--- config.mk ---
export PLATFORM = sky130hd
export DESIGN_NAME = compacting_list_table_core
export DESIGN_NICKNAME = d
export VERILOG_FILES = /design/src/hw/rtl/clt_pkg.sv /design/src/hw/rtl/clt_ram.sv /design/src/hw/rtl/clt_front.sv /design/src/hw/rtl/clt_back.sv /design/src/hw/rtl/compacting_list_table_core.sv
export SDC_FILE = /design/constraint.sdc
export NUM_CORES = 2
export LEC_CHECK = 0
export ABC_CLOCK_PERIOD_IN_PS = 11400
export BUFFER_PORTS_ARGS = -buffer_cell sky130_fd_sc_hd__clkbuf_2
export CORE_ASPECT_RATIO = 0.8
export CORE_MARGIN = 3
export CORE_UTILIZATION = 30
export DETAILED_ROUTE_END_ITERATION = 8
export SLEW_MARGIN = 20
export SYNTH_ARGS = -nofsm -noshare
export SYNTH_HDL_FRONTEND = slang
export SYNTH_MEMORY_MAX_BITS = 65536
export SYNTH_SLANG_ARGS = --single-unit
export TNS_END_PERCENT = 30
--- constraint.sdc ---
create_clock -name clk -period 11.4 [get_ports clk]
set_clock_uncertainty 0.15 [all_clocks]
set_input_delay 1.14 -clock clk [delete_from_list [all_inputs] [get_ports clk]]
set_output_delay 1.14 -clock clk [all_outputs]
set_load 0.05 [all_outputs]
--- src/hw/rtl/clt_pkg.sv ---
// ----------------------------------------------------------------------------
// clt_pkg
// Types, codes and defaults shared by the compacting list table.
// ----------------------------------------------------------------------------
`default_nettype none

package clt_pkg;

	localparam int unsigned CAPACITY_DEF = 64;
	localparam int unsigned DATA_W       = 64;

	// Action codes as seen on the command port
	localparam logic [2:0] ACT_APPEND    = 3'd0;
	localparam logic [2:0] ACT_REM_FIRST = 3'd1;
	localparam logic [2:0] ACT_REM_ALL   = 3'd2;
	localparam logic [2:0] ACT_WRITE     = 3'd3;
	localparam logic [2:0] ACT_DUMP      = 3'd4;

	typedef enum logic [2:0] {
		OP_APPEND,
		OP_REM_FIRST,
		OP_REM_ALL,
		OP_WRITE,
		OP_DUMP,
		OP_NOP
	} op_t;

	typedef enum logic [1:0] {
		ST_OK       = 2'd0,
		ST_FULL     = 2'd1,
		ST_NOTFOUND = 2'd2,
		ST_RANGE    = 2'd3
	} status_t;

	typedef enum logic [1:0] {
		B_IDLE,
		B_SCAN,
		B_DUMP
	} back_state_t;

	typedef struct packed {
		logic [2:0]        action;
		logic [DATA_W-1:0] value;
		logic [5:0]        index;
	} in_t;

	typedef struct packed {
		logic [DATA_W-1:0] element;
		logic              is_last;
		status_t           status;
		logic [6:0]        count;
		logic [6:0]        removed;
	} out_t;

	typedef struct packed {
		op_t               op;
		logic [DATA_W-1:0] value;
		logic [5:0]        index;
	} q_item_t;

	typedef struct packed {
		logic    valid;
		q_item_t item;
	} q_link_t;

endpackage

`default_nettype wire

--- src/hw/rtl/clt_ram.sv ---
// ----------------------------------------------------------------------------
// clt_ram
// Generic single-write, single-read RAM with registered read data.
// ----------------------------------------------------------------------------
`default_nettype none

module clt_ram #(
	parameter int unsigned WIDTH = 64,
	parameter int unsigned DEPTH = 64
) (
	input  wire logic                     clk,
	input  wire logic                     we,
	input  wire logic [$clog2(DEPTH)-1:0] waddr,
	input  wire logic [WIDTH-1:0]         wdata,
	input  wire logic                     re,
	input  wire logic [$clog2(DEPTH)-1:0] raddr,
	output      logic [WIDTH-1:0]         rdata
);

	logic [WIDTH-1:0] mem_q [DEPTH];

	always_ff @(posedge clk) begin
		if (we) begin
			mem_q[waddr] <= wdata;
		end
		if (re) begin
			rdata <= mem_q[raddr];
		end
	end

endmodule

`default_nettype wire

--- src/hw/rtl/clt_front.sv ---
// ----------------------------------------------------------------------------
// clt_front
// Command intake: decodes the action and holds commands in a two-entry queue.
// ----------------------------------------------------------------------------
`default_nettype none

module clt_front (
	input  wire logic            clk,
	input  wire logic            arst_n,
	input  wire logic            start,
	input  wire clt_pkg::in_t    cmd,
	output      logic            busy,
	input  wire logic            pop,
	output      clt_pkg::q_link_t q_out
);

	localparam int unsigned QDEPTH = 2;

	logic [1:0]       fill_q;
	logic             wr_ptr_q;
	logic             rd_ptr_q;
	clt_pkg::q_item_t buf_q [QDEPTH];
	clt_pkg::q_item_t item_in;
	logic             push;
	logic             pop_ok;

	assign busy   = (fill_q == 2'(QDEPTH));
	assign push   = start && !busy;
	assign pop_ok = pop && (fill_q != 2'd0);

	always_comb begin
		item_in.value = cmd.value;
		item_in.index = cmd.index;
		unique case (cmd.action)
			clt_pkg::ACT_APPEND:    item_in.op = clt_pkg::OP_APPEND;
			clt_pkg::ACT_REM_FIRST: item_in.op = clt_pkg::OP_REM_FIRST;
			clt_pkg::ACT_REM_ALL:   item_in.op = clt_pkg::OP_REM_ALL;
			clt_pkg::ACT_WRITE:     item_in.op = clt_pkg::OP_WRITE;
			clt_pkg::ACT_DUMP:      item_in.op = clt_pkg::OP_DUMP;
			default:                item_in.op = clt_pkg::OP_NOP;
		endcase
	end

	always_ff @(posedge clk or negedge arst_n) begin
		if (!arst_n) begin
			fill_q   <= 2'd0;
			wr_ptr_q <= 1'b0;
			rd_ptr_q <= 1'b0;
		end else begin
			if (push) begin
				wr_ptr_q <= ~wr_ptr_q;
			end
			if (pop_ok) begin
				rd_ptr_q <= ~rd_ptr_q;
			end
			fill_q <= fill_q + 2'(push) - 2'(pop_ok);
		end
	end

	always_ff @(posedge clk) begin
		if (push) begin
			buf_q[wr_ptr_q] <= item_in;
		end
	end

	assign q_out.valid = (fill_q != 2'd0);
	assign q_out.item  = buf_q[rd_ptr_q];

endmodule

`default_nettype wire

--- src/hw/rtl/clt_back.sv ---
// ----------------------------------------------------------------------------
// clt_back
// Command execution: list store, compaction scan, dump stream, result register.
// ----------------------------------------------------------------------------
`default_nettype none

module clt_back #(
	parameter int unsigned CAPACITY = clt_pkg::CAPACITY_DEF
) (
	input  wire logic             clk,
	input  wire logic             arst_n,
	input  wire clt_pkg::q_link_t q_in,
	output      logic             pop,
	output      logic             valid,
	output      clt_pkg::out_t    result
);

	localparam int unsigned AW = $clog2(CAPACITY);
	localparam int unsigned CW = $clog2(CAPACITY + 1);

	clt_pkg::back_state_t state_q, state_d;

	logic [CW-1:0] count_q, count_d;
	logic [CW-1:0] rd_q, rd_d;
	logic [CW-1:0] wr_q, wr_d;
	logic [CW-1:0] gone_q, gone_d;
	logic [CW-1:0] count_inc, rd_inc, wr_inc, gone_inc;
	logic [clt_pkg::DATA_W-1:0] val_q, val_d;
	logic          all_q, all_d;
	logic          vld_s1;
	logic          last_s1;
	clt_pkg::out_t res_q, res_d;
	logic          res_vld_q, res_vld_d;

	logic                       we, re;
	logic [AW-1:0]              waddr, raddr;
	logic [clt_pkg::DATA_W-1:0] wdata, rdata;

	assign count_inc = count_q + 1'b1;
	assign rd_inc    = rd_q + 1'b1;
	assign wr_inc    = wr_q + 1'b1;
	assign gone_inc  = gone_q + 1'b1;

	clt_ram #(
		.WIDTH (clt_pkg::DATA_W),
		.DEPTH (CAPACITY)
	) u_ram (
		.clk   (clk),
		.we    (we),
		.waddr (waddr),
		.wdata (wdata),
		.re    (re),
		.raddr (raddr),
		.rdata (rdata)
	);

	always_comb begin
		state_d   = state_q;
		count_d   = count_q;
		rd_d      = rd_q;
		wr_d      = wr_q;
		gone_d    = gone_q;
		val_d     = val_q;
		all_d     = all_q;
		pop       = 1'b0;
		we        = 1'b0;
		waddr     = count_q[AW-1:0];
		wdata     = q_in.item.value;
		re        = 1'b0;
		raddr     = rd_q[AW-1:0];
		res_vld_d = 1'b0;
		res_d.element = '0;
		res_d.is_last = 1'b1;
		res_d.status  = clt_pkg::ST_OK;
		res_d.count   = 7'(count_q);
		res_d.removed = 7'd0;

		unique case (state_q)
			clt_pkg::B_IDLE: begin
				if (q_in.valid) begin
					pop = 1'b1;
					unique case (q_in.item.op)
						clt_pkg::OP_APPEND: begin
							res_vld_d = 1'b1;
							if (count_q == CW'(CAPACITY)) begin
								res_d.status = clt_pkg::ST_FULL;
							end else begin
								we          = 1'b1;
								count_d     = count_inc;
								res_d.count = 7'(count_inc);
							end
						end
						clt_pkg::OP_WRITE: begin
							res_vld_d = 1'b1;
							if (7'(q_in.item.index) < 7'(count_q)) begin
								we    = 1'b1;
								waddr = q_in.item.index[AW-1:0];
							end else begin
								res_d.status = clt_pkg::ST_RANGE;
							end
						end
						clt_pkg::OP_REM_FIRST, clt_pkg::OP_REM_ALL: begin
							val_d   = q_in.item.value;
							all_d   = (q_in.item.op == clt_pkg::OP_REM_ALL);
							rd_d    = '0;
							wr_d    = '0;
							gone_d  = '0;
							state_d = clt_pkg::B_SCAN;
						end
						clt_pkg::OP_DUMP: begin
							if (count_q == '0) begin
								res_vld_d = 1'b1;
							end else begin
								rd_d    = '0;
								state_d = clt_pkg::B_DUMP;
							end
						end
						clt_pkg::OP_NOP: begin
							res_vld_d = 1'b1;
						end
						default: begin
							res_vld_d = 1'b1;
						end
					endcase
				end
			end
			clt_pkg::B_SCAN: begin
				re = (rd_q < count_q);
				if (re) begin
					rd_d = rd_inc;
				end
				// read data arrives in the cycle after its address; keep survivors packed at wr_q
				if (vld_s1) begin
					if (rdata == val_q && (all_q || gone_q == '0)) begin
						gone_d = gone_inc;
					end else begin
						we    = 1'b1;
						waddr = wr_q[AW-1:0];
						wdata = rdata;
						wr_d  = wr_inc;
					end
				end
				if (!re && !vld_s1) begin
					count_d       = wr_q;
					res_vld_d     = 1'b1;
					res_d.count   = 7'(wr_q);
					res_d.removed = 7'(gone_q);
					res_d.status  = (gone_q == '0) ? clt_pkg::ST_NOTFOUND : clt_pkg::ST_OK;
					state_d       = clt_pkg::B_IDLE;
				end
			end
			clt_pkg::B_DUMP: begin
				re = (rd_q < count_q);
				if (re) begin
					rd_d = rd_inc;
				end
				if (vld_s1) begin
					res_vld_d     = 1'b1;
					res_d.element = rdata;
					res_d.is_last = last_s1;
					if (last_s1) begin
						state_d = clt_pkg::B_IDLE;
					end
				end
			end
			default: begin
				state_d = clt_pkg::B_IDLE;
			end
		endcase
	end

	always_ff @(posedge clk or negedge arst_n) begin
		if (!arst_n) begin
			state_q   <= clt_pkg::B_IDLE;
			count_q   <= '0;
			rd_q      <= '0;
			wr_q      <= '0;
			gone_q    <= '0;
			vld_s1    <= 1'b0;
			res_vld_q <= 1'b0;
		end else begin
			state_q   <= state_d;
			count_q   <= count_d;
			rd_q      <= rd_d;
			wr_q      <= wr_d;
			gone_q    <= gone_d;
			vld_s1    <= re;
			res_vld_q <= res_vld_d;
		end
	end

	always_ff @(posedge clk) begin
		val_q   <= val_d;
		all_q   <= all_d;
		last_s1 <= (rd_inc == count_q);
		res_q   <= res_d;
	end

	assign valid  = res_vld_q;
	assign result = res_q;

endmodule

`default_nettype wire

--- src/hw/rtl/compacting_list_table_core.sv ---
// An ordered list of up to CAPACITY 64-bit words. A command is taken when
// start is high and busy is low; commands wait in a two-entry queue, and busy
// rises only when that queue is full. Each result appears for one cycle with
// valid high and cannot be held off. Append, overwrite and unused actions give
// one result each; a remove gives its result once its compaction scan has
// passed the whole list, and a dump gives one beat per entry, the last with
// is_last set (a single beat for an empty list). The back end takes no new
// command while a remove or dump is under way; both step through the list over
// the single read port of the list RAM, which visits one entry per cycle. No
// clearing pass follows reset.
// ----------------------------------------------------------------------------
// compacting_list_table_core
// Top level: command queue front end and list execution back end.
// ----------------------------------------------------------------------------
`default_nettype none

module compacting_list_table_core #(
	parameter int unsigned CAPACITY = clt_pkg::CAPACITY_DEF
) (
	input  wire logic          clk,
	input  wire logic          arst_n,
	input  wire logic          start,
	input  wire clt_pkg::in_t  cmd,
	output      logic          busy,
	output      logic          valid,
	output      clt_pkg::out_t result
);

	clt_pkg::q_link_t q_link;
	logic             pop;

	clt_front u_front (
		.clk    (clk),
		.arst_n (arst_n),
		.start  (start),
		.cmd    (cmd),
		.busy   (busy),
		.pop    (pop),
		.q_out  (q_link)
	);

	clt_back #(
		.CAPACITY (CAPACITY)
	) u_back (
		.clk    (clk),
		.arst_n (arst_n),
		.q_in   (q_link),
		.pop    (pop),
		.valid  (valid),
		.result (result)
	);

endmodule

`default_nettype wire

Word level (Yosys, flattened, before mapping)
Memories as Yosys holds them, arrays and structs flattened. A register that Yosys moved wholly into a read port is not among the register bits.
Cells that the tools add are included.
{ "classes": {"addsub": 6, "n_lt_le_gt_ge": 2, "n_eq_ne": 25, "muxes": 62, "bitwise_logic": 2, "n_reduce_logical": 26} }
{ "ops": {"columns": ["op", "count"], "rows": [
  ["$mux 64", 3],
  ["$mux 7", 13],
  ["$pmux 7 s2", 5],
  ["$eq 64x64->1", 1],
  ["$mux 6", 5],
  ["$add 7x1->7 const B", 4],
  ["$pmux 9 s2", 1],
  ["$mux 1", 17],
  ["$mux 16", 1],
  ["$pmux 3 s5", 1],
  ["$reduce_and 5->1", 3],
  ["$logic_not 7->1", 2],
  ["$mux 2", 7],
  ["$eq 3x2->1 const B", 4],
  ["$ne 2x1->1 const B", 6],
  ["$pmux 6 s2", 1],
  ["$mux 9", 1],
  ["$pmux 2 s2", 2],
  ["$eq 7x7->1", 1],
  ["$eq 7x7->1 const B", 1],
  ["$lt 6x7->1", 1],
  ["$lt 7x7->1", 1],
  ["$eq 3x1->1 const B", 2],
  ["$eq 3x3->1 const B", 2],
  ["20 further kinds", 38]
]} }
{ "totals": {"regBits": 183, "ramBits": 4242, "input_bits": 76, "out_inout_bits": 83, "wordCells": 143, "mem_count": 2} }
{ "memory_table": {"columns": ["name", "words", "word_bits", "rd", "rd_ports_with_merged_regs", "write_ports", "line_no", "text"], "rows": [
  ["u_back.u_ram.mem_q", 64, 64, 1, 1, 1, "clt_ram.sv:20", "logic [WIDTH-1:0] mem_q [DEPTH];"],
  ["u_front.buf_q", 2, 73, 1, 0, 1, "clt_front.sv:22", "clt_pkg::q_item_t buf_q [QDEPTH];"]
]} }

Logic depth before layout (Yosys ltp)
{ "depth": {"ltp_word": 8, "mapped_depth": 14} }

By module
From an unflattened synthesis, not the netlist that was laid out.
{ "unflattened": {"hier_cells": 7644, "hier_area_um2": 171450.7} }
{ "by_module_without_submodules": {"columns": ["module", "n_inst", "cells_per_inst", "area_per_inst_um2", "seq_area_each_um2"], "rows": [
  ["clt_ram", 1, 6598, 156996.8, 124919.8],
  ["clt_back", 1, 798, 8718.4, 4394.2],
  ["clt_front", 1, 248, 5735.5, 4484.3]
]} }

Worst setup path after synthesis
OpenSTA, ideal clock, no wires.
{ "synth_path": {"path_type": "register -> register", "from": "register u_front.rd_ptr_q", "to": "memory u_back.u_ram.mem_q[14][0], enable pin", "setup_time_ns": 0.565, "arrival_ns": 7.400, "t_required_ns": 10.685, "slack_ns": 3.285, "path_stages_with_launch": 15, "path_buffers": 4, "synth_period_minus_slack_ns": 8.115, "cell_sequence": "dfrtp_1 -> buf_2 -> buf_2 -> mux2_2 -> ha_1 -> nand4b_1 -> or3_4 -> o211a_4 -> mux2i_1 -> nor2_1 -> a221o_1 -> buf_2 -> or3_1 -> buf_2 -> nor3_1"} }
{ "synth_via": {"elab_chain_len": 8, "word_cells_on_any_way": 14, "classes_between": "order compare: 1; eq/ne: 1; mux: 10; reduce/logical: 1; memory: 1"} }
{ "synth_lines": {"columns": ["element", "line_no", "text"], "rows": [
  ["start, declared", "clt_front.sv:21", "logic rd_ptr_q;"],
  ["start signal, assigned", "clt_front.sv:54", "rd_ptr_q <= ~rd_ptr_q;"],
  ["$mem_v2 2x73 *", null, null],
  ["$lt 6x7->1", "clt_back.sv:95", "if (7'(q_in.item.index) < 7'(count_q)) begin"],
  ["$mux 1", "clt_back.sv:95", null],
  ["$pmux 1 s2", "clt_back.sv:82", "unique case (q_in.item.op)"],
  ["$mux 1", "clt_back.sv:80", "if (q_in.valid) begin"],
  ["$pmux 1 s2", "clt_back.sv:78", "unique case (state_q)"],
  ["$mux 1", "clt_ram.sv:23", "if (we) begin"],
  ["$mux 1 (implied by the code)", "clt_ram.sv:24", "mem_q[waddr] <= wdata;"],
  ["end, declared", "clt_ram.sv:20", null]
]} }
Mark *: on every way between the ends. The rest lies on a longest branch, timed or not.

Final worst setup path
{ "layout_path": {"from": "register u_front.rd_ptr_q", "to": "memory u_back.u_ram.mem_q[27][45], enable pin"} }
Same word-level chain as after synthesis.

==> metrics.yaml <==
status: "finished, final reports clean"
port_buffers: 158
timing.final.ws_setup_ps: 4500
cp.required_ps: 11830
dieArea_mm2: 0.579
synth_area_per_cell_um2: 24.7
cts-resized-gates: 0
p_total_mw: 50.6
finalNetCount: 7503
startpoint_type: "flip-flop"
worst_path_largest_cell_delay_ps: 1070
syn_nets: 7021
syn_inst: 6921
drt_pass1_iterations: 6
clock-sinks: 4489
worst_pin_slew_ps: 1200
async_reset_ff_frac: 0.00802
cp_cell_sequence: "mux2_2 -> ha_1 -> nand4b_1 -> or3_4 -> o211a_4 -> nand2b_1 -> o311ai_2 -> a221o_1 -> nand4_2 -> nor2_4 -> buf_4"
end_kind: "flip-flop"
numCtsBuffers: 427
num_rows: 247
arrival_ps: 7320
grt_usage: 0.168
dr.first_iter.drc_count: 13339
clock_path_buffers: 4
grt_pass1_vias: 80198
max_freq_mhz: 145
cts_setup_buffers: 0
ys_seq_elements: 4489
min_period_ps: 6900
die_h_um: 681
grt_pass1_wl_mm: 682
max-vdd-ir-drop_mv: 0.296
grt_max_degree: 133
maxCapViolations: 0
drc: 0
slowest_stage: "nor2_4"
num_vias: 81865
finalMaxSlewViolations: 0
drt_wl_total_mm: 499
tns_ps: 0
post-route-period-util: 0.605
clkTransAtPathRegs_ps: 60
synth_top_cell_area_share: 0.768
area_growth_pct: 15.2
synthDistinctLibCells: 73
synth.area.top_cells: "edfxtp_1, mux4_2, dfxtp_1"
synth_edf_count: 4371
ios: 159
core-area_mm2: 0.567
cts_tree: "built"
syn_area_mm2: 0.171
ant_nets: 0
synth_area_leader_cell: "edfxtp_1"
slew_headroom: 0.201
antenna_found_initial: 90
yosysWarnings: 0
initial_core_util: 0.302
hold_buffers: 0
worstPathMaxFanout: 50
drive_gt1_frac: 0.337
most-common-layout-cells: "edfxtp_1, mux4_2, clkbuf_16"
cts_root_buffer: "clkbuf_16"
whs_ps: 80.2
clkLatencyLatePin_ps: 1060
power_density_mw_per_mm2: 257
synth-seq-area-share: 0.783
viasPerCell: 5.25
final_common_cell: "edfxtp_1"
place_ws_ps: 4690
final-hold-violation-count: 0
overflow: 0
place_congestion: 0.915
detailed_place_hpwl_mm: 297
die-width_um: 850
setup_viol_count_final: 0
p_leak_nw: 59.0
min_path_type: "in -> async"
critPathKind: "reg -> reg"
wl_per_cell_um: 32.0
synthFlopType: "edfxtp_1"
rsz0062_at_grt: "no"
cts_max_level: 5
[cells by family after synthesis]
logic type	share of synthesized area
xor gates and xnor gates	0.00446
muxes	0.187
and+or+nand+nor	0.0110
DFF	0.783
AOI/OAI and AO/OA	0.00442
buffers and inverters	0.00873
adders and majority gates	0.00176
[power by group]
part           leakage (nW)  switching, mW  total (mW)  internal (mW)
clock network          6.73           6.33        14.1           7.78
logic                  11.7           9.51        13.8           4.25
registers              40.5          0.509        22.7           22.2
[final cells by class]
| type | count | area (um^2) |
|---|---|---|
| clock buffers | 520 | 11200 |
| multi-input cells | 2047 | 36100 |
| inverters | 28 | 110 |
| clock inverters | 265 | 2630 |
| flip-flops and latches | 4489 | 134000 |
| well taps | 7594 | 9500 |
| repair buffers | 410 | 2900 |
| diodes | 241 | 603 |
| fillers | 51776 | 370000 |
[state kept, by name, summed over array words and instances (netlist names)]
name	cells
u_back.u_ram.mem_q	4096
u_back.state_q	2
u_back.gone_q	7
u_back.wr_q	7
u_back.val_q	64
u_back.rd_q	7
u_front.fill_q	2
u_front.wr_ptr_q	1
u_back.all_q	1
u_front.buf_q	146
u_front.rd_ptr_q	1
u_back.valid	1
u_back.count_q	7
u_back.result	81
u_back.vld_s1	1
u_back.last_s1	1
u_back.u_ram.rdata	64
[cells in the mapped netlist, types with 36 or more instances]
cell type / count
xnor2_1: 69
nand2_1: 51
dfxtp_1: 82
edfxtp_1: 4371
clkbuf_1: 253
dfrtp_1: 36
buf_1: 72
and3_1: 73
nor3_1: 54
mux4_2: 1344
mux2_2: 139
nor2_1: 44
[stage by stage]
stage	std cells	instance area, um^2	util
CTS	15353	196000	0.346
finish	15594	197000	0.347
global route	15575	197000	0.347
global placement	14567	182000	0.322
floorplan	6921	171000	-
detailed placement	14568	182000	0.322
[routing by layer]
metal	wire, um	track usage	vias to the layer above
met4	22900	0.0753	14
met3	55800	0.0391	733
met1	195000	0.235	44795
li1	-	-	31233
met2	225000	0.249	5090
met5	100	0	-
[worst paths after layout]
kind                                                   endpoint  depth (start not counted)  slack [ps]                         start
max                        u_back.u_ram.mem_q[27][45]$_DFFE_PP_                         11        4500  u_front.rd_ptr_q$_DFFE_PN0P_
min                                      u_back.valid$_DFF_PN0_                          1          80                        arst_n
max reg2reg                u_back.u_ram.mem_q[27][45]$_DFFE_PP_                         11        4500  u_front.rd_ptr_q$_DFFE_PN0P_
min reg2reg                        u_back.result[16]$_SDFF_PN1_                          1         330        u_back.last_s1$_DFF_P_
max in group asynchronous               u_back.vld_s1$_DFF_PN0_                          1       10280                        arst_n
min in group clk                 u_front.buf_q[1][22]$_DFFE_PP_                          1         120                       cmd[22]
[worst max-delay path, delay by kind of cell (launching register included)]
family	cells	cell delay (ps)
mux	1	440
buf+inv	1	840
compound gates	3	1160
fa+ha+maj	1	310
flops	1	930
simple gates	5	2440
(Power assumes the default switching activity.)
